`src/rtl/core/grdi_pkg.sv`:
```
`timescale 1ns / 1ps
`default_nettype none

package grdi_pkg;

    localparam int HISTORY_DEPTH = 3;
    localparam int CAL_SAMPLES   = 10;

    localparam logic [13:0] ZERO_MAX = 14'd16383;
    localparam logic signed [40:0] ANGLE_MAX = 41'sd549755813887;
    localparam logic signed [40:0] ANGLE_MIN = -41'sd549755813888;

    // largest magnitude the rate and the average can take
    localparam logic [13:0] RATE_MAG_MAX = 14'd5748;

    // reciprocals for division by constants: q0 = (x * RECIP) >> SHIFT,
    // q0 is the true quotient or one less, fixed by one compare
    localparam int SHIFT_57    = 25;
    localparam int SHIFT_SMALL = 20;
    localparam int SHIFT_BIG   = 34;
    localparam logic [24:0] RECIP_57  = 25'((64'd1 << SHIFT_57) / 64'd57);
    localparam logic [24:0] RECIP_6   = 25'((64'd1 << SHIFT_SMALL) / 64'd6);
    localparam logic [24:0] RECIP_CAL = 25'((64'd1 << SHIFT_SMALL) / CAL_SAMPLES);
    // 16 / 15625 scaled by 2^34
    localparam logic [24:0] RECIP_BIG = 25'((64'd1 << (SHIFT_BIG + 4)) / 64'd15625);

    typedef enum logic [1:0] {
        OP_MEASURE = 2'd0,
        OP_CAL     = 2'd1,
        OP_CLEAR   = 2'd2,
        OP_RESET   = 2'd3
    } opcode_t;

    typedef enum logic [1:0] {
        DIV_57  = 2'd0,
        DIV_6   = 2'd1,
        DIV_CAL = 2'd2,
        DIV_BIG = 2'd3
    } div_sel_t;

    typedef enum logic [4:0] {
        DP_NONE,
        DP_LOAD,
        DP_DECODE,
        DP_REC,
        DP_QUO,
        DP_BACK,
        DP_FIX,
        DP_RATE,
        DP_SUM,
        DP_PMUL,
        DP_PNUM,
        DP_LO,
        DP_HI,
        DP_QBIG,
        DP_ACC,
        DP_CAL_DONE,
        DP_CLEAR,
        DP_RESET,
        DP_OUT
    } dp_op_t;

    typedef struct packed {
        dp_op_t   op;
        div_sel_t sel;
    } dp_cmd_t;

    typedef struct packed {
        opcode_t opcode;
        logic    slow;
    } dp_status_t;

    function automatic logic [24:0] div_recip(input div_sel_t sel);
        logic [24:0] m;
        case (sel)
            DIV_57:  m = RECIP_57;
            DIV_6:   m = RECIP_6;
            DIV_CAL: m = RECIP_CAL;
            default: m = RECIP_BIG;
        endcase
        return m;
    endfunction

    function automatic logic [13:0] div_const(input div_sel_t sel);
        logic [13:0] c;
        case (sel)
            DIV_57:  c = 14'd57;
            DIV_6:   c = 14'd6;
            DIV_CAL: c = 14'(CAL_SAMPLES);
            default: c = 14'd15625;
        endcase
        return c;
    endfunction

endpackage

`default_nettype wire

```
`src/rtl/core/grdi_in_if.sv`:
```
`timescale 1ns / 1ps
`default_nettype none

interface grdi_in_if;
    logic        valid;
    logic        ready;
    logic [1:0]  opcode;
    logic [7:0]  raw_low;
    logic [7:0]  raw_high;
    logic [19:0] delta_us;

    modport source (output valid, output opcode, output raw_low, output raw_high,
                    output delta_us, input ready);
    modport sink   (input valid, input opcode, input raw_low, input raw_high,
                    input delta_us, output ready);
endinterface

`default_nettype wire

```
`src/rtl/core/grdi_out_if.sv`:
```
`timescale 1ns / 1ps
`default_nettype none

interface grdi_out_if;
    logic               valid;
    logic               ready;
    logic signed [13:0] rate;
    logic signed [39:0] angle;
    logic [13:0]        zero_level;

    modport source (output valid, output rate, output angle, output zero_level,
                    input ready);
    modport sink   (input valid, input rate, input angle, input zero_level,
                    output ready);
endinterface

`default_nettype wire

```
`src/rtl/core/grdi_ctrl.sv`:
```
`timescale 1ns / 1ps
`default_nettype none

module grdi_ctrl (
    input  logic                 clk,
    input  logic                 rst_n,
    input  logic                 in_valid,
    output logic                 in_ready,
    output logic                 out_valid,
    input  logic                 out_ready,
    input  grdi_pkg::dp_status_t status,
    output grdi_pkg::dp_cmd_t    cmd
);
    import grdi_pkg::*;

    typedef enum logic [4:0] {
        ST_IDLE,
        ST_DISPATCH,
        ST_DEC,
        ST_R57_REC,
        ST_R57_QUO,
        ST_R57_BACK,
        ST_R57_FIX,
        ST_RATE,
        ST_SUM,
        ST_A6_REC,
        ST_A6_QUO,
        ST_A6_BACK,
        ST_A6_FIX,
        ST_PMUL,
        ST_PNUM,
        ST_BLO,
        ST_BHI,
        ST_BQUO,
        ST_BBACK,
        ST_BFIX,
        ST_ACC,
        ST_C_REC,
        ST_C_QUO,
        ST_C_BACK,
        ST_C_FIX,
        ST_C_DONE,
        ST_CLR,
        ST_RST,
        ST_FINISH
    } state_t;

    state_t state_reg, state_next;
    logic   out_valid_reg, out_valid_next;
    logic   out_free;

    assign in_ready  = (state_reg == ST_IDLE);
    assign out_valid = out_valid_reg;
    assign out_free  = !out_valid_reg || out_ready;

    always_comb
    begin
        cmd = '{op: DP_NONE, sel: DIV_57};
        unique case (state_reg)
            ST_IDLE:     cmd.op = in_valid ? DP_LOAD : DP_NONE;
            ST_DISPATCH: cmd.op = DP_NONE;
            ST_DEC:      cmd.op = DP_DECODE;
            ST_R57_REC:  cmd = '{op: DP_REC,  sel: DIV_57};
            ST_R57_QUO:  cmd = '{op: DP_QUO,  sel: DIV_57};
            ST_R57_BACK: cmd = '{op: DP_BACK, sel: DIV_57};
            ST_R57_FIX:  cmd = '{op: DP_FIX,  sel: DIV_57};
            ST_RATE:     cmd.op = DP_RATE;
            ST_SUM:      cmd.op = DP_SUM;
            ST_A6_REC:   cmd = '{op: DP_REC,  sel: DIV_6};
            ST_A6_QUO:   cmd = '{op: DP_QUO,  sel: DIV_6};
            ST_A6_BACK:  cmd = '{op: DP_BACK, sel: DIV_6};
            ST_A6_FIX:   cmd = '{op: DP_FIX,  sel: DIV_6};
            ST_PMUL:     cmd.op = DP_PMUL;
            ST_PNUM:     cmd.op = DP_PNUM;
            ST_BLO:      cmd.op = DP_LO;
            ST_BHI:      cmd.op = DP_HI;
            ST_BQUO:     cmd.op = DP_QBIG;
            ST_BBACK:    cmd = '{op: DP_BACK, sel: DIV_BIG};
            ST_BFIX:     cmd = '{op: DP_FIX,  sel: DIV_BIG};
            ST_ACC:      cmd.op = DP_ACC;
            ST_C_REC:    cmd = '{op: DP_REC,  sel: DIV_CAL};
            ST_C_QUO:    cmd = '{op: DP_QUO,  sel: DIV_CAL};
            ST_C_BACK:   cmd = '{op: DP_BACK, sel: DIV_CAL};
            ST_C_FIX:    cmd = '{op: DP_FIX,  sel: DIV_CAL};
            ST_C_DONE:   cmd.op = DP_CAL_DONE;
            ST_CLR:      cmd.op = DP_CLEAR;
            ST_RST:      cmd.op = DP_RESET;
            ST_FINISH:   cmd.op = out_free ? DP_OUT : DP_NONE;
            default:     cmd.op = DP_NONE;
        endcase
    end

    always_comb
    begin
        state_next     = state_reg;
        out_valid_next = out_valid_reg && !out_ready;
        unique case (state_reg)
            ST_IDLE:     if (in_valid) state_next = ST_DISPATCH;
            ST_DISPATCH:
            begin
                unique case (status.opcode)
                    OP_MEASURE: state_next = ST_DEC;
                    OP_CAL:     state_next = ST_C_REC;
                    OP_CLEAR:   state_next = ST_CLR;
                    OP_RESET:   state_next = ST_RST;
                    default:    state_next = ST_RST;
                endcase
            end
            ST_DEC:      state_next = status.slow ? ST_RATE : ST_R57_REC;
            ST_R57_REC:  state_next = ST_R57_QUO;
            ST_R57_QUO:  state_next = ST_R57_BACK;
            ST_R57_BACK: state_next = ST_R57_FIX;
            ST_R57_FIX:  state_next = ST_RATE;
            ST_RATE:     state_next = ST_SUM;
            ST_SUM:      state_next = ST_A6_REC;
            ST_A6_REC:   state_next = ST_A6_QUO;
            ST_A6_QUO:   state_next = ST_A6_BACK;
            ST_A6_BACK:  state_next = ST_A6_FIX;
            ST_A6_FIX:   state_next = ST_PMUL;
            ST_PMUL:     state_next = ST_PNUM;
            ST_PNUM:     state_next = ST_BLO;
            ST_BLO:      state_next = ST_BHI;
            ST_BHI:      state_next = ST_BQUO;
            ST_BQUO:     state_next = ST_BBACK;
            ST_BBACK:    state_next = ST_BFIX;
            ST_BFIX:     state_next = ST_ACC;
            ST_ACC:      state_next = ST_FINISH;
            ST_C_REC:    state_next = ST_C_QUO;
            ST_C_QUO:    state_next = ST_C_BACK;
            ST_C_BACK:   state_next = ST_C_FIX;
            ST_C_FIX:    state_next = ST_C_DONE;
            ST_C_DONE:   state_next = ST_FINISH;
            ST_CLR:      state_next = ST_FINISH;
            ST_RST:      state_next = ST_FINISH;
            ST_FINISH:
            begin
                if (out_free)
                begin
                    state_next     = ST_IDLE;
                    out_valid_next = 1'b1;
                end
            end
            default:     state_next = ST_IDLE;
        endcase
    end

    always_ff @(posedge clk or negedge rst_n)
    begin
        if (!rst_n)
        begin
            state_reg     <= ST_IDLE;
            out_valid_reg <= 1'b0;
        end
        else
        begin
            state_reg     <= state_next;
            out_valid_reg <= out_valid_next;
        end
    end

    a_valid_from_finish: assert property (@(posedge clk) disable iff (!rst_n)
        $rose(out_valid_reg) |-> $past(state_reg == ST_FINISH))
        else $error("result word raised outside finish");

    a_accept_dispatch: assert property (@(posedge clk) disable iff (!rst_n)
        (in_valid && in_ready) |=> (state_reg == ST_DISPATCH))
        else $error("accepted word not dispatched");

    a_hold_finished: assert property (@(posedge clk) disable iff (!rst_n)
        (state_reg == ST_FINISH && out_valid_reg && !out_ready) |=>
        (state_reg == ST_FINISH && out_valid_reg))
        else $error("finished word dropped while output stalled");

endmodule

`default_nettype wire

```
`src/rtl/core/grdi_datapath.sv`:
```
`timescale 1ns / 1ps
`default_nettype none

module grdi_datapath (
    input  logic                 clk,
    input  logic                 rst_n,
    input  logic [1:0]           opcode,
    input  logic [7:0]           raw_low,
    input  logic [7:0]           raw_high,
    input  logic [19:0]          delta_us,
    input  grdi_pkg::dp_cmd_t    cmd,
    output grdi_pkg::dp_status_t status,
    output logic signed [13:0]   rate,
    output logic signed [39:0]   angle,
    output logic [13:0]          zero_level
);
    import grdi_pkg::*;

    // architectural state
    logic [13:0]        zero_reg;
    logic signed [13:0] hist_reg [HISTORY_DEPTH];
    logic signed [39:0] angle_reg;

    // working registers
    opcode_t            op_reg;
    logic               slow_reg;
    logic [13:0]        raw_reg;
    logic [19:0]        dt_reg;
    logic signed [13:0] rate_reg;
    logic               neg_reg;
    logic               sneg_reg;
    logic [36:0]        num_reg;
    logic [22:0]        q_reg;
    logic [49:0]        prod_reg;
    logic [40:0]        lo_reg;

    logic signed [13:0] out_rate_reg;
    logic signed [39:0] out_angle_reg;
    logic [13:0]        out_zero_reg;

    // shared multiplier
    logic [24:0] mul_a, mul_b;
    logic [49:0] mul_p;

    logic [14:0]        diff;
    logic [13:0]        absd;
    logic [17:0]        slow_mag;
    logic [18:0]        absd20;
    logic signed [16:0] sum;
    logic [15:0]        abs_sum;
    logic [57:0]        big_sum;
    logic [37:0]        rem;
    logic [13:0]        dconst;
    logic signed [23:0] inc;
    logic signed [40:0] acc_sum;
    logic signed [39:0] acc_sat;
    logic [14:0]        zsum;

    assign status = '{opcode: op_reg, slow: slow_reg};

    assign rate       = out_rate_reg;
    assign angle      = out_angle_reg;
    assign zero_level = out_zero_reg;

    always_comb
    begin
        mul_a = '0;
        mul_b = '0;
        case (cmd.op)
            DP_REC:
            begin
                mul_a = num_reg[24:0];
                mul_b = div_recip(cmd.sel);
            end
            DP_BACK:
            begin
                mul_a = {2'b00, q_reg};
                mul_b = {11'd0, div_const(cmd.sel)};
            end
            DP_PMUL:
            begin
                mul_a = {2'b00, q_reg};
                mul_b = {5'd0, dt_reg};
            end
            DP_LO:
            begin
                mul_a = {9'd0, num_reg[19:4]};
                mul_b = RECIP_BIG;
            end
            DP_HI:
            begin
                mul_a = {8'd0, num_reg[36:20]};
                mul_b = RECIP_BIG;
            end
            default:
            begin
                mul_a = '0;
                mul_b = '0;
            end
        endcase
        mul_p = mul_a * mul_b;
    end

    always_comb
    begin
        diff     = {1'b0, raw_reg} - {1'b0, zero_reg};
        absd     = diff[14] ? 14'(-diff) : diff[13:0];
        slow_mag = ({4'd0, absd} << 3) + ({4'd0, absd} << 1);
        absd20   = ({5'd0, absd} << 4) + ({5'd0, absd} << 2);

        sum = {{3{rate_reg[13]}}, rate_reg}
            + ({{3{hist_reg[0][13]}}, hist_reg[0]} <<< 1)
            + ({{3{hist_reg[1][13]}}, hist_reg[1]} <<< 1)
            + {{3{hist_reg[2][13]}}, hist_reg[2]};
        abs_sum = sum[16] ? 16'(-sum) : sum[15:0];

        big_sum = {prod_reg[41:0], 16'd0} + {17'd0, lo_reg};

        dconst = div_const(cmd.sel);
        rem    = {1'b0, num_reg} - prod_reg[37:0];

        inc     = sneg_reg ? -$signed({1'b0, q_reg}) : $signed({1'b0, q_reg});
        acc_sum = {angle_reg[39], angle_reg} + {{17{inc[23]}}, inc};
        if (acc_sum > ANGLE_MAX)
            acc_sat = ANGLE_MAX[39:0];
        else if (acc_sum < ANGLE_MIN)
            acc_sat = ANGLE_MIN[39:0];
        else
            acc_sat = acc_sum[39:0];

        zsum = {1'b0, zero_reg} + q_reg[14:0];
    end

    always_ff @(posedge clk or negedge rst_n)
    begin
        if (!rst_n)
        begin
            zero_reg  <= '0;
            angle_reg <= '0;
            for (int i = 0; i < HISTORY_DEPTH; i++)
                hist_reg[i] <= '0;
        end
        else
        begin
            unique case (cmd.op)
                DP_ACC:
                begin
                    angle_reg <= acc_sat;
                    for (int i = HISTORY_DEPTH - 1; i > 0; i--)
                        hist_reg[i] <= hist_reg[i - 1];
                    hist_reg[0] <= rate_reg;
                end
                DP_CAL_DONE: zero_reg <= zsum[14] ? ZERO_MAX : zsum[13:0];
                DP_CLEAR:    zero_reg <= '0;
                DP_RESET:
                begin
                    angle_reg <= '0;
                    for (int i = 0; i < HISTORY_DEPTH; i++)
                        hist_reg[i] <= '0;
                end
                default: ;
            endcase
        end
    end

    always_ff @(posedge clk)
    begin
        unique case (cmd.op)
            DP_LOAD:
            begin
                op_reg   <= opcode_t'(opcode);
                slow_reg <= raw_high[1];
                raw_reg  <= {raw_high[7:2], raw_low};
                num_reg  <= {23'd0, raw_high[7:2], raw_low};
                dt_reg   <= delta_us;
                rate_reg <= '0;
            end
            DP_DECODE:
            begin
                neg_reg <= diff[14];
                q_reg   <= {13'd0, slow_mag[17:8]};
                num_reg <= {18'd0, absd20};
            end
            DP_REC:  prod_reg <= mul_p;
            DP_QUO:
            begin
                if (cmd.sel == DIV_57)
                    q_reg <= 23'(prod_reg >> SHIFT_57);
                else
                    q_reg <= 23'(prod_reg >> SHIFT_SMALL);
            end
            DP_BACK: prod_reg <= mul_p;
            DP_FIX:
            begin
                if (rem >= {24'd0, dconst})
                    q_reg <= q_reg + 23'd1;
            end
            DP_RATE: rate_reg <= neg_reg ? q_reg[13:0] : 14'(-q_reg[13:0]);
            DP_SUM:
            begin
                sneg_reg <= sum[16];
                num_reg  <= {21'd0, abs_sum};
            end
            DP_PMUL: prod_reg <= mul_p;
            DP_PNUM: num_reg  <= {prod_reg[32:0], 4'd0};
            DP_LO:   prod_reg <= mul_p;
            DP_HI:
            begin
                lo_reg   <= prod_reg[40:0];
                prod_reg <= mul_p;
            end
            DP_QBIG: q_reg <= big_sum[56:SHIFT_BIG];
            DP_OUT:
            begin
                out_rate_reg  <= rate_reg;
                out_angle_reg <= angle_reg;
                out_zero_reg  <= zero_reg;
            end
            default: ;
        endcase
    end

    a_rate_range: assert property (@(posedge clk) disable iff (!rst_n)
        (cmd.op == DP_RATE) |=>
        (rate_reg >= -$signed({1'b0, RATE_MAG_MAX}) && rate_reg <= $signed({1'b0, RATE_MAG_MAX})))
        else $error("decoded rate out of range");

    a_avg_range: assert property (@(posedge clk) disable iff (!rst_n)
        (cmd.op == DP_PMUL) |-> (q_reg <= {9'd0, RATE_MAG_MAX}))
        else $error("average magnitude out of range");

    a_cal_monotonic: assert property (@(posedge clk) disable iff (!rst_n)
        (cmd.op == DP_CAL_DONE) |=> (zero_reg >= $past(zero_reg)))
        else $error("calibration decreased zero offset");

endmodule

`default_nettype wire

```
`src/rtl/core/gyro_rate_decode_integrate.sv`:
```
`timescale 1ns / 1ps
`default_nettype none
// Measure words in the fast range run the divide-by-57 steps that slow-range
// words skip. One word in flight; the next word is taken in the cycle after
// the result is registered. Every multiplication in the sequence uses the one
// shared 25x25 multiplier. Reset clears zero offset, rate history and angle at
// once; no clearing pass.
module gyro_rate_decode_integrate (
    input  logic      clk,
    input  logic      rst_n,
    grdi_in_if.sink   samples,
    grdi_out_if.source results
);
    import grdi_pkg::*;

    dp_cmd_t    cmd;
    dp_status_t status;

    grdi_ctrl u_ctrl (
        .clk       (clk),
        .rst_n     (rst_n),
        .in_valid  (samples.valid),
        .in_ready  (samples.ready),
        .out_valid (results.valid),
        .out_ready (results.ready),
        .status    (status),
        .cmd       (cmd)
    );

    grdi_datapath u_datapath (
        .clk        (clk),
        .rst_n      (rst_n),
        .opcode     (samples.opcode),
        .raw_low    (samples.raw_low),
        .raw_high   (samples.raw_high),
        .delta_us   (samples.delta_us),
        .cmd        (cmd),
        .status     (status),
        .rate       (results.rate),
        .angle      (results.angle),
        .zero_level (results.zero_level)
    );

endmodule

`default_nettype wire

```
`src/flat_wrapper.sv`:
```
// flat-port wrapper written by rule: the top's interface ports become plain ports
module gyro_rate_decode_integrate_flat import grdi_pkg::*;
  (clk, rst_n, samples_valid, samples_opcode, samples_raw_low, samples_raw_high, samples_delta_us, samples_ready, results_valid, results_rate, results_angle, results_zero_level, results_ready);
  grdi_in_if samples_i ();
  grdi_out_if results_i ();
  input  logic clk;
  input  logic rst_n;
  input wire logic [$bits(samples_i.valid)-1:0] samples_valid;
  input wire logic [$bits(samples_i.opcode)-1:0] samples_opcode;
  input wire logic [$bits(samples_i.raw_low)-1:0] samples_raw_low;
  input wire logic [$bits(samples_i.raw_high)-1:0] samples_raw_high;
  input wire logic [$bits(samples_i.delta_us)-1:0] samples_delta_us;
  output wire logic [$bits(samples_i.ready)-1:0] samples_ready;
  output wire logic [$bits(results_i.valid)-1:0] results_valid;
  output wire logic [$bits(results_i.rate)-1:0] results_rate;
  output wire logic [$bits(results_i.angle)-1:0] results_angle;
  output wire logic [$bits(results_i.zero_level)-1:0] results_zero_level;
  input wire logic [$bits(results_i.ready)-1:0] results_ready;
  assign samples_i.valid = samples_valid;
  assign samples_i.opcode = samples_opcode;
  assign samples_i.raw_low = samples_raw_low;
  assign samples_i.raw_high = samples_raw_high;
  assign samples_i.delta_us = samples_delta_us;
  assign samples_ready = samples_i.ready;
  assign results_valid = results_i.valid;
  assign results_rate = results_i.rate;
  assign results_angle = results_i.angle;
  assign results_zero_level = results_i.zero_level;
  assign results_i.ready = results_ready;
  gyro_rate_decode_integrate u_core (.clk(clk), .rst_n(rst_n), .samples(samples_i), .results(results_i));
endmodule
```
`config.mk`:
```
export PLATFORM = sky130hd
export DESIGN_NAME = gyro_rate_decode_integrate_flat
export DESIGN_NICKNAME = d
export VERILOG_FILES = /design/src/rtl/core/grdi_pkg.sv /design/src/rtl/core/grdi_in_if.sv /design/src/rtl/core/grdi_out_if.sv /design/src/rtl/core/grdi_ctrl.sv /design/src/rtl/core/grdi_datapath.sv /design/src/rtl/core/gyro_rate_decode_integrate.sv /design/src/flat_wrapper.sv
export SDC_FILE = /design/constraint.sdc
export NUM_CORES = 2
export LEC_CHECK = 0
export ABC_AREA = 1
export BUFFER_PORTS_ARGS = -buffer_cell sky130_fd_sc_hd__buf_4
export CORE_MARGIN = 10
export CORE_UTILIZATION = 40
export CTS_CLUSTER_DIAMETER = 200
export DETAILED_ROUTE_END_ITERATION = 8
export GPL_TIMING_DRIVEN = 0
export PLACE_DENSITY = 0.61
export SETUP_SLACK_MARGIN = 0.05
export SLEW_MARGIN = 15
export SYNTH_ARGS = -nofsm -noshare
export SYNTH_HDL_FRONTEND = slang
export SYNTH_SLANG_ARGS = --single-unit
```
`constraint.sdc`:
```
create_clock -name clk -period 10.6 [get_ports clk]
set_clock_uncertainty 0.05 [all_clocks]
set_input_delay 0.53 -clock clk [delete_from_list [all_inputs] [get_ports clk]]
set_output_delay 0.53 -clock clk [all_outputs]
set_load 0.1 [all_outputs]
```
==> metrics.csv <==
stage;metric;value;unit
run_status;status;finished clean;
finish;# diodes;0;
yosys;Synth Register Bits;356;
yosys;largest family of logic cells by synthesized area;adder cells;
global_route;first-pass GRT wire length;241;mm
finish;Area growth, synth to finish;9.78;%
yosys;top-count cell post-synth;nand2_1;
yosys;top_reg_cell synth;edfxtp_1;
global_route;Total GRT Usage;25.1;%
cts;CTS Sinks;356;
critical_path;reg2reg end;u_core.u_datapath.prod_reg[31];
die;# IOs;112;
finish;fillers;11300;
die;Rows;122;
finish;fin nets;6817;
yosys;syn_nets;6656;
hold_path;min-delay src;samples_delta_us[18];
detailed_routing;WL/cell;21.6;um
finish;post-route cell area;49000;um2
cts;CTS tree;done;
cts;Clock Pin Slew Worst Setup and Hold Paths;0.06;ns
critical_path;Crit Reg-Reg Startpoint;u_core.u_ctrl.state_reg[0];
sta;final-report hold violation count;0;
hold_path;hold crit path type;primary input to flip-flop;
sta;Slew Limit Fails;0;
critical_path;Critical Path RT;10.88;ns
critical_path;reg2reg setup slack;0.61;ns
detailed_routing;Post-Route WL;161;mm
critical_path;Crit path top cell by count;inv_1;
sta;shortest period the worst path allows;9.99;ns
yosys;post-synthesis area per instance;7.74;um2
detailed_routing;Vias/cell;5.28;
yosys;ys async rst share;28.7;%
die;Die X;354;um
yosys;Synth Area in Adders;31.7;%
cts;H-tree Lvls;2;
die;Initial Util;40.3;%
yosys;synth warn;0;
die;Vert. Die Dim;354;um
critical_path;critical path type;flip-flop to flip-flop;
global_route;largest net degree at the start of global routing;67;
yosys;post-synthesis sequential area ratio;22.8;%
yosys;Netlist cell types;73;
sta;Slew HR;18.6;%
hold_path;worst hold path stage count;1;
die;die footprint;125000;um2
detailed_routing;DRT iter0 DRCs;3413;
detailed_routing;DRC viols;0;
critical_path;CP arrival;10.27;ns
place;GPL Wtd Cong;1.01;
yosys;mux share of post-synthesis cell area;0;%
yosys;Post-Synth XOR/XNOR Area;2.83;%
critical_path;Critical Path Fanout Max;10;
critical_path;Worst Setup End Kind;flip-flop;
global_route;grt total ovfl;0;
place;placement-stage cell area;47500;um2
detailed_routing;Pre-antenna DRT Iters;6;
yosys;Post-synth top cells;nand2_1 (1501), inv_1 (1127), nor2_1 (502);
run;max cap viols;0;
cts;TritonCTS Buffers;41;
yosys;Mapped Area;44600;um2
die;CORE AREA;111000;um2
critical_path;Reg2Reg Depth;38;
yosys;Synth area leader;fa_1;
yosys;complex-gate fraction of the synthesized area;8.84;%
yosys;largest cells by area after synthesis;fa_1 (21%), edfxtp_1 (17%), nand2_1 (13%);
sta;Period Utilization, post-route;94.2;%
sta;RSZ-0062 raised after global routing;false;
cts;Skew-Pair Late Insertion Delay;0.61;ns
critical_path;Startpoint Class;flip-flop;
detailed_routing;antenna viol nets, final;0;
detailed_routing;DR vias;39300;
global_route;initial antenna violation count;2;
place;IO buf count;110;
finish;Largest register FFs;80;
hold_path;Hold EP;u_core.u_datapath.dt_reg[18];
finish;layout cells sized above 1;6.25;%
yosys;Simple-Gate Fraction of Synth Area;22.4;%
sta;final setup violation count;0;
yosys;share of the synthesized area in the top cell type;20.9;%
critical_path;slowest CP cell;fa_1;
yosys;number of flops mapped to enable cells by yosys;254;
cts;clk root buf;clkbuf_16;
critical_path;max incr delay on CP;0.61;ns
sta;fmax;100;MHz
yosys;Post-Synthesis Cells;5762;
global_route;vias in the first global route;39300;
cts;Max clock buf depth;3;
sta;Slew @ Worst Pin;1.22;ns
place;post-DP HPWL;135;mm
worst max-delay path by stage:
stage                                from                              to  slack [ns]  depth (start not counted)
3_3_place_gp   u_core.u_ctrl.state_reg[0]  u_core.u_datapath.prod_reg[31]       -0.43                         37
5_1_grt        u_core.u_ctrl.state_reg[3]  u_core.u_datapath.prod_reg[31]        0.19                         38
4_1_cts        u_core.u_ctrl.state_reg[0]  u_core.u_datapath.prod_reg[31]        0.07                         37
6_report       u_core.u_ctrl.state_reg[0]  u_core.u_datapath.prod_reg[31]        0.61                         38
3_5_place_dp   u_core.u_ctrl.state_reg[3]  u_core.u_datapath.prod_reg[31]       -0.05                         39
2_1_floorplan  u_core.u_ctrl.state_reg[4]  u_core.u_datapath.prod_reg[31]        2.44                         38
metal layers:
metal,GRT usage (%),routed length [um],up-vias
met5,0,0,-
met4,13.3,10000,0
met3,3.08,10200,380
met2,41.9,74700,1489
met1,31.5,65800,19000
li1,-,-,18400
cell families (layout without fill, tap and decap cells):
kind of cell    Yosys count  in the layout
compound gates          670            670
xor+xnor                144            144
buf+inv                1296           1490
other cells               2              2
flops                   356            356
simple gates           2442           2442
fa+ha+maj               852            852
cell type report:
class,count,area [um2],area share (%)
repair buffers,119,1000,2.05
well taps,1488,1860,3.80
plain buffers,141,722,1.47
inverters,1154,4340,8.87
clock buffers,48,1080,2.21
multi-input cells,4110,29400,60.1
clock inverters,28,338,0.690
flip-flops and latches,356,10200,20.8
stage by stage:
step                      util, %  setup TNS, ns  instances  hold slack [ns]  worst slack [ns]
after floorplan                 -              0       5762            0.184              2.44
final                        44.2              0       7444           0.0585             0.613
after CTS                    44.2              0       7445           0.0241            0.0673
after global placement       42.7          -1.64       7360            0.420            -0.432
after global routing         44.2              0       7444           0.0383             0.190
after detailed placement     42.9        -0.0486       7368            0.419           -0.0486
cells in the final DEF, fill, tap and decap left out, types with 14 or more instances in the layout:
| master | instances |
|---|---|
| o21ai_0 | 192 |
| fa_1 | 465 |
| nand3b_1 | 17 |
| a31oi_1 | 28 |
| ha_1 | 387 |
| clkbuf_1 | 59 |
| nand3_1 | 230 |
| xnor2_1 | 41 |
| inv_1 | 1125 |
| o21a_1 | 16 |
| a21oi_1 | 258 |
| nor2_1 | 501 |
| xor2_1 | 103 |
| nor4_1 | 14 |
| nor3_1 | 54 |
| nand2_1 | 1500 |
| o21bai_1 | 17 |
| buf_2 | 63 |
| nand4_1 | 51 |
| clkbuf_16 | 42 |
| edfxtp_1 | 254 |
| dfrtp_1 | 102 |
| o2111ai_1 | 14 |
| buf_4 | 119 |
| a21o_1 | 20 |
| o211ai_1 | 26 |
| or2_2 | 21 |
| inv_2 | 22 |
| nand2_2 | 15 |
| o22ai_1 | 24 |
timing repair:
action,CTS,global route
endpoints found under the setup margin,2,16
hold endpoints to repair,36,0
gates resized for setup,1,6
hold buffers,1,0
setup buffers,0,0
worst max-delay path, delay by kind of cell, from the launching register on:
family	cells	cell delay, ns
AO/OA/AOI/OAI	3	0.84
XOR/XNOR	1	0.12
adder cells (fa/ha/maj)	9	4.46
buffers and inverters	11	1.83
flip-flops	1	0.44
AND/OR/NAND/NOR	14	1.96
Power is left out: the tool's default activity adds up to more than one toggle a clock period on the data nets, which glitch-free logic cannot reach.
